`src/rtl/plo_pkg.sv`:
```
// Package: shared types and constants for the pin lead-out search block.
`timescale 1ns / 1ps
package plo_pkg;
    localparam int GRID_COLS_DEF    = 64;
    localparam int GRID_ROWS_DEF    = 64;
    localparam int SEARCH_REACH_DEF = 5;
    localparam int NET_BITS_DEF     = 10;
    localparam int COORD_W          = 7;
    localparam int NETF_W           = 10;
    localparam int CFG_IDX_W        = 2;
    localparam int CFG_DATA_W       = 10;
    localparam int IN_W             = 64;
    localparam int OUT_W            = 40;

    localparam logic [CFG_IDX_W-1:0] CFG_NET_COUNT = 2'd0;
    localparam logic [CFG_IDX_W-1:0] CFG_COL_COUNT = 2'd1;
    localparam logic [CFG_IDX_W-1:0] CFG_ROW_COUNT = 2'd2;

    localparam logic [1:0] PLANE_HGRID = 2'd0;
    localparam logic [1:0] PLANE_VGRID = 2'd1;
    localparam logic [1:0] PLANE_HMARK = 2'd2;
    localparam logic [1:0] PLANE_VMARK = 2'd3;

    localparam logic ACT_WRITE = 1'b0;
    localparam logic ACT_LEAD  = 1'b1;

    // Request passed from the front end to the search engine.
    typedef struct packed {
        logic              action;
        logic [1:0]        plane;
        logic [COORD_W-1:0] wrow;
        logic [COORD_W-1:0] wcol;
        logic [NETF_W-1:0]  wvalue;
        logic [NETF_W-1:0]  net;
        logic [COORD_W-1:0] c0;
        logic [COORD_W-1:0] r0;
        logic [COORD_W-1:0] c1;
        logic [COORD_W-1:0] r1;
    } plo_req_t;

    typedef struct packed {
        logic               kind;
        logic               layer;
        logic [COORD_W-1:0] sc;
        logic [COORD_W-1:0] sr;
        logic [COORD_W-1:0] ec;
        logic [COORD_W-1:0] er;
        logic [NETF_W-1:0]  net;
        logic               any;
        logic               last;
    } plo_res_t;
endpackage

```
`src/rtl/plo_front.sv`:
```
// Front end: input request capture and a two-entry queue toward the search engine.
`timescale 1ns / 1ps
module plo_front
    import plo_pkg::*;
(
    input  logic            aclk,
    input  logic            aresetn,
    input  logic            in_valid,
    output logic            in_ready,
    input  logic            in_user,
    input  logic [IN_W-1:0] in_data,
    output logic            q_valid,
    input  logic            q_ready,
    output plo_req_t        q_req
);
    plo_req_t  ent_reg [2];
    logic      wp_reg, rp_reg;
    logic [1:0] cnt_reg;
    plo_req_t  d;
    logic      push, pop;

    always_comb begin
        d.action = in_user;
        d.plane  = in_data[1:0];
        d.wrow   = in_data[8:2];
        d.wcol   = in_data[15:9];
        d.wvalue = in_data[25:16];
        d.net    = in_data[35:26];
        d.c0     = in_data[42:36];
        d.r0     = in_data[49:43];
        d.c1     = in_data[56:50];
        d.r1     = in_data[63:57];
    end

    assign in_ready = (cnt_reg != 2'd2);
    assign q_valid  = (cnt_reg != 2'd0);
    assign q_req    = ent_reg[rp_reg];
    assign push     = in_valid && in_ready;
    assign pop      = q_valid && q_ready;

    always_ff @(posedge aclk) begin
        if (push) begin
            ent_reg[wp_reg] <= d;
        end
        if (!aresetn) begin
            wp_reg  <= 1'b0;
            rp_reg  <= 1'b0;
            cnt_reg <= 2'd0;
        end else begin
            if (push) wp_reg <= ~wp_reg;
            if (pop) rp_reg <= ~rp_reg;
            cnt_reg <= cnt_reg + 2'(push) - 2'(pop);
        end
    end
endmodule

```
`config.mk`:
```
export PLATFORM = sky130hd
export DESIGN_NAME = plo_front
export DESIGN_NICKNAME = d
export VERILOG_FILES = /design/src/rtl/plo_pkg.sv /design/src/rtl/plo_front.sv
export SDC_FILE = /design/constraint.sdc
export NUM_CORES = 1
export LEC_CHECK = 0
export BUFFER_PORTS_ARGS = -buffer_cell sky130_fd_sc_hd__buf_4
export CAP_MARGIN = 40
export CORE_UTILIZATION = 35
export DETAILED_ROUTE_END_ITERATION = 6
export GPL_TIMING_DRIVEN = 0
export SLEW_MARGIN = 20
export SYNTH_ARGS = -nofsm -noshare
export SYNTH_HDL_FRONTEND = slang
export SYNTH_SLANG_ARGS = --single-unit
```
`constraint.sdc`:
```
create_clock -name aclk -period 4.9 [get_ports aclk]
set_clock_uncertainty 0.2 [all_clocks]
set_input_delay 0.98 -clock aclk [delete_from_list [all_inputs] [get_ports aclk]]
set_output_delay 0.98 -clock aclk [all_outputs]
set_load 0.02 [all_outputs]
```
==> impl_metrics.json, run 1 <==
{
  "synthCells": 226,
  "drt-pass1-iter-count": 4,
  "powerDensity_mw_per_mm2": 558,
  "syn-num-nets": 297,
  "power.total_w": 0.00396,
  "r2r_cells": 8,
  "setup_viol": 0,
  "path_clk_slew_ps": 50,
  "largest_reg_flops": 130,
  "cts_tree": "done",
  "clockRootBuffer": "clkbuf_16",
  "ir_drop_mv": 0.331,
  "async_flop_share": 0,
  "drtAntennaViolNets": 0,
  "worst_slew_pin_slew_ps": 482,
  "cts_setup_buffers": 0,
  "drt_iter0_drc": 118,
  "synth_top_area_cell": "edfxtp_1",
  "dp_slack_ps": 2410,
  "yosysUniqueCellTypes": 18,
  "grt_setup_unrepaired": "false",
  "ys_top_cells_by_count": "edfxtp_1, mux2_4, mux2_2",
  "crit_path_start_kind": "flop",
  "numCtsBuffers": 17,
  "diodes": 0,
  "ys.flop_type": "edfxtp_1",
  "final_cells": 577,
  "post_cts_resized": 0,
  "grt_max_degree": 34,
  "synth_area_mm2": 0.00513,
  "die_h_um": 123,
  "drive_gt1_frac": 0.602,
  "slowest_delay_ps": 340,
  "finalMaxSlewViolations": 0,
  "wl_per_cell_um": 15.3,
  "min_path_type": "flop to flop",
  "crit_family": "buffers and inverters",
  "fin_ws_ps": 2130,
  "r2r-end": "cnt_reg[1]",
  "postCtsHoldBufs": 0,
  "period_share": 0.566,
  "cp_slowest_cell": "dfxtp_1",
  "leakage_nw": 2.76,
  "fin_setup_tns_ps": 0,
  "place_inst": 545,
  "rows": 43,
  "regToRegSetupSlack_ps": 2940,
  "finalHoldViolCount": 0,
  "worstPathRequired_ps": 3720,
  "initial_core_util": 0.364,
  "max_slew_margin": 0.679,
  "yosys-top-cells-area": "edfxtp_1, mux2_4, mux2_2",
  "antenna_found_initial": 0,
  "die_w_um": 123,
  "max_freq_mhz": 361,
  "clock_sinks": 135,
  "r2r_start": "cnt_reg[0]",
  "cp_max_fo": 10,
  "h-tree-depth": 4,
  "routabilityCongestion": 0.630,
  "final.min_clock_period_ps": 2770,
  "grt_use_total": 0.125,
  "ys_ff_latch": 135,
  "route.detailed.drc": 0,
  "cts_buffer_depth": 2,
  "synth.most_common_cell": "edfxtp_1",
  "clock_latency_ps": 400,
  "cpMostUsedCell": "buf_6",
  "cp_cell_sequence": "buf_6, buf_6, mux2_4, buf_4",
  "synth_edf_count": 130,
  "yosys_warnings": 0,
  "outcome": "finished, final reports clean",
  "dr_total_vias": 2530,
  "ios": 136,
  "ys_seq_area_frac": 0.780,
  "via_per_inst": 4.38,
  "max-cap-violations": 0,
  "synth_top_area_share": 0.761,
  "crit_type": "flop to output port",
  "synth.avg_cell_area_um2": 22.7,
  "cp.depth": 4,
  "syn_to_final_growth_pct": 38.3,
  "grt_pass1_vias": 2734,
  "grt_overflow": 0,
  "grt_pass1_wl_um": 13600,
  "crit_path_end": "q_req[24]",
  "dp_hpwl_um": 5980,
  "cp_num_buf_inv": 3,
  "cp-end-kind": "output port",
  "wl_um": 8820,
  "port_buffers": 135,
  "core_mm2": 0.0141,
  "dieArea_mm2": 0.0151,
  "cp.arrival_ps": 1590,
  "layout.nets": 455
}
[worst min-delay path, cell delays in order, from the launching register on]
cell and delay, ps:
dfxtp_1 350, nand2_1 70, mux2i_1 60
[worst min-delay path by stage]
stage | start | end | slack (ps) | cells after the start
after floorplan | wp_reg | wp_reg | 250 | 2
after global placement | wp_reg | wp_reg | 270 | 2
after detailed placement | wp_reg | wp_reg | 340 | 2
after CTS | wp_reg | wp_reg | 340 | 2
after global routing | wp_reg | wp_reg | 400 | 2
final | wp_reg | wp_reg | 340 | 2
[report_power, final]
part           leakage (nW)  total [W]  internal, W  switching [W]
clock                 0.298    0.00133     0.000895       0.000436
sequential             1.26    0.00149      0.00145      0.0000405
combinational          1.21    0.00114     0.000579       0.000558
[logic make-up after synthesis]
group / synth area share
compound gates: 0.00146
xor+xnor: 0.00512
fa+ha+maj: 0.00488
buf+inv: 0.0149
flops: 0.780
mux: 0.181
simple gates: 0.0120
[final cells by class]
type,instances,area (µm²)
clock inverters,11,179
plain buffers,7,72.6
repair buffers,139,1110
fillers,1187,7000
multi-input cells,83,1060
clock buffers,21,440
inverters,1,3.75
well taps,180,225
flip-flops and latches,135,4000
[per-stage QoR]
step	util	hold WS, ps	instance area, µm²
2_1_floorplan	-	255	5130
6_report	0.503	337	7100
4_1_cts	0.503	345	7100
3_3_place_gp	0.452	268	6370
3_5_place_dp	0.459	339	6480
5_1_grt	0.503	402	7100
[layer usage]
metal | share of wire | routed length (µm) | vias to the layer above | global-route usage
li1 | - | - | 1204 | -
met1 | 0.41 | 3590 | 1226 | 0.143
met2 | 0.50 | 4380 | 88 | 0.200
met3 | 0.076 | 670 | 12 | 0.0512
met4 | 0.019 | 170 | 0 | 0.0633
met5 | 0 | 0 | - | 0
[layout by cell type (no fill, tap or decap)]
| cell | n |
|---|---|
| and2_1 | 2 |
| buf_16 | 2 |
| mux2_2 | 15 |
| buf_2 | 1 |
| o21a_1 | 1 |
| and3_4 | 1 |
| edfxtp_1 | 130 |
| clkinvlp_4 | 1 |
| mux2i_1 | 1 |
| buf_6 | 6 |
| nor2b_1 | 2 |
| bufinv_16 | 5 |
| or2_2 | 1 |
| clkbuf_1 | 4 |
| clkinv_1 | 3 |
| nand2_1 | 2 |
| nor2_4 | 1 |
| dfxtp_1 | 5 |
| buf_12 | 2 |
| xnor2_1 | 3 |
| nand2b_1 | 2 |
| buf_4 | 135 |
| mux2_4 | 50 |
| ha_1 | 2 |
| clkinv_2 | 2 |
| clkbuf_16 | 17 |
| inv_1 | 1 |
Power figures use the tool's default switching activity.
==> run 2, diff against run 1 <==
--- a/config.mk
+++ b/config.mk
@@ -5,6 +5,7 @@
 export SDC_FILE = /design/constraint.sdc
 export NUM_CORES = 1
 export LEC_CHECK = 0
+export ABC_AREA = 1
 export BUFFER_PORTS_ARGS = -buffer_cell sky130_fd_sc_hd__buf_4
 export CAP_MARGIN = 40
 export CORE_UTILIZATION = 35
==> constraint.sdc (replaced) <==
create_clock -name aclk -period 2.75 [get_ports aclk]
set_clock_uncertainty 0.2 [all_clocks]
set_input_delay 0.55 -clock aclk [delete_from_list [all_inputs] [get_ports aclk]]
set_output_delay 0.55 -clock aclk [all_outputs]
set_load 0.02 [all_outputs]
==> impl_metrics.json, run 2 <==
{
  "outcome": "finished, final reports clean",
  "clockRootBuffer": "clkbuf_16",
  "wl_per_cell_um": 15.5,
  "syn_to_final_growth_pct": 35.8,
  "numCtsBuffers": 17,
  "cts_setup_buffers": 0,
  "synth_top_family_by_area": "multiplexers",
  "cpMostUsedCell": "buf_6",
  "diodes": 0,
  "fin_ws_ps": 400,
  "grt_pass1_vias": 2788,
  "syn-num-nets": 309,
  "wl_um": 9090,
  "drtAntennaViolNets": 0,
  "route.detailed.drc": 0,
  "r2r-end": "ent_reg[0][52]",
  "r2r_start": "cnt_reg[0]",
  "cts_buffer_depth": 2,
  "cts_tree": "done",
  "routabilityCongestion": 0.648,
  "grt_setup_unrepaired": "false",
  "cp_max_fo": 10,
  "ys_seq_area_frac": 0.780,
  "leakage_nw": 2.74,
  "cp.arrival_ps": 1600,
  "worstPathRequired_ps": 2000,
  "yosysUniqueCellTypes": 12,
  "powerDensity_mw_per_mm2": 952,
  "path_clk_slew_ps": 50,
  "cp_slowest_cell": "dfxtp_1",
  "synth_edf_count": 130,
  "dp_hpwl_um": 6090,
  "min_path_type": "primary input to flop",
  "drive_gt1_frac": 0.586,
  "postCtsHoldBufs": 0,
  "synth_adder_area_share": 0.00487,
  "antenna_found_initial": 0,
  "period_share": 0.854,
  "post_cts_resized": 0,
  "core_mm2": 0.0141,
  "grt_use_total": 0.127,
  "min-delay-start": "in_data[54]",
  "synth_top_area_share": 0.760,
  "initial_core_util": 0.364,
  "setup_viol": 0,
  "crit_type": "flop to output port",
  "max_freq_mhz": 426,
  "die_w_um": 123,
  "yosys-top-cells-area": "edfxtp_1, mux2_4, mux2_2",
  "max_slew_margin": 0.487,
  "ir_drop_mv": 0.454,
  "synth_top_area_cell": "edfxtp_1",
  "slowest_delay_ps": 330,
  "drt_iter0_drc": 129,
  "h-tree-depth": 4,
  "dieArea_mm2": 0.0152,
  "ios": 136,
  "grt_max_degree": 34,
  "place_area_mm2": 0.00645,
  "synth_area_mm2": 0.00514,
  "via_per_inst": 4.50,
  "synth.most_common_cell": "edfxtp_1",
  "crit_path_start_kind": "flop",
  "final.min_clock_period_ps": 2350,
  "worst_slew_pin_slew_ps": 768,
  "max-cap-violations": 0,
  "largest_reg_flops": 130,
  "dr_total_vias": 2645,
  "yosys_warnings": 0,
  "grt_pass1_wl_um": 13900,
  "fin_setup_tns_ps": 0,
  "finalHoldViolCount": 0,
  "synthCells": 238,
  "min_path_cells": 1,
  "die_h_um": 123,
  "rows": 43,
  "grt_overflow": 0,
  "fin_area_mm2": 0.00698,
  "regToRegSetupSlack_ps": 670,
  "ys_top_cells_by_count": "edfxtp_1, mux2_4, mux2_2",
  "synth.avg_cell_area_um2": 21.6,
  "synth_simple_gate_area_frac": 0.0153,
  "hold_slack_ps": 129,
  "synth-compound-area-share": 0.00195,
  "mostFrequentLayoutCells": "buf_4, edfxtp_1, mux2_4",
  "min_to": "ent_reg[0][11]",
  "synth_xor_xnor_area_share": 0,
  "cp_cell_sequence": "buf_6, buf_6, mux2_4, buf_4",
  "ys.flop_type": "edfxtp_1",
  "clock_latency_ps": 400,
  "synthMuxAreaShare": 0.179,
  "dp_slack_ps": 554,
  "finalMaxSlewViolations": 0,
  "ys_ff_latch": 135,
  "drt-pass1-iter-count": 4,
  "final_common_cell": "buf_4",
  "crit_family": "buffers and inverters",
  "async_flop_share": 0,
  "layout.nets": 466,
  "cp_num_buf_inv": 3,
  "clock_sinks": 135,
  "final_util": 0.495,
  "r2r_cells": 5,
  "port_buffers": 135,
  "cp-end-kind": "output port"
}
-- run 2: changes by cell type after synthesis, sizes merged, moves of 3 or more --
cell	change
xnor2	-3
nand3	+3
nor2	+7
inv	+6
nand2	+7
-- run 2: per-layer routing --
metal | track usage | part of all wire | up-vias
li1 | - | - | 1237
met3 | 0.0489 | 0.067 | 12
met5 | 0 | 0 | -
met1 | 0.140 | 0.40 | 1303
met2 | 0.212 | 0.52 | 93
met4 | 0.0700 | 0.016 | 0
-- run 2: how the worst max path moves through the flow --
stage                     from              to  cells after the start
floorplan           cnt_reg[0]   ent_reg[1][0]                      4
global placement      in_valid  ent_reg[1][41]                      3
detailed placement    in_valid  ent_reg[0][47]                      4
CTS                       flop       q_req[14]                      4
global route              flop       q_req[19]                      4
finish                    flop       q_req[19]                      4
-- run 2: per-stage QoR --
step | cells | power [W]
floorplan | 238 | 0.00396
global placement | 553 | 0.00466
detailed placement | 556 | 0.00473
CTS | 588 | 0.00676
global route | 588 | 0.00696
finish | 588 | 0.00664
-- run 2: cells by family (layout without fill, tap and decap cells) --
family,after synthesis,in the layout
AOI/OAI and AO/OA,2,2
buffers and inverters,14,184
muxes,65,65
and+or+nand+nor,20,20
adders and majority gates,2,2
DFF,135,135
-- run 2: report_power, final --
group	total (W)	switching (W)	internal (W)
Sequential	0.00268	0.0000773	0.00260
Clock	0.00199	0.000768	0.00122
Combinational	0.00197	0.000998	0.000967
-- run 2: final cells by class --
type / count / area [µm²]
Tap cell: 180 / 225
Clock buffer: 21 / 440
Timing Repair Buffer: 138 / 1080
Clock inverter: 11 / 83.8
Sequential cell: 135 / 4000
Fill cell: 1219 / 7120
Multi-Input combinational cell: 89 / 1040
Buffer: 7 / 72.6
Inverter: 7 / 28.8
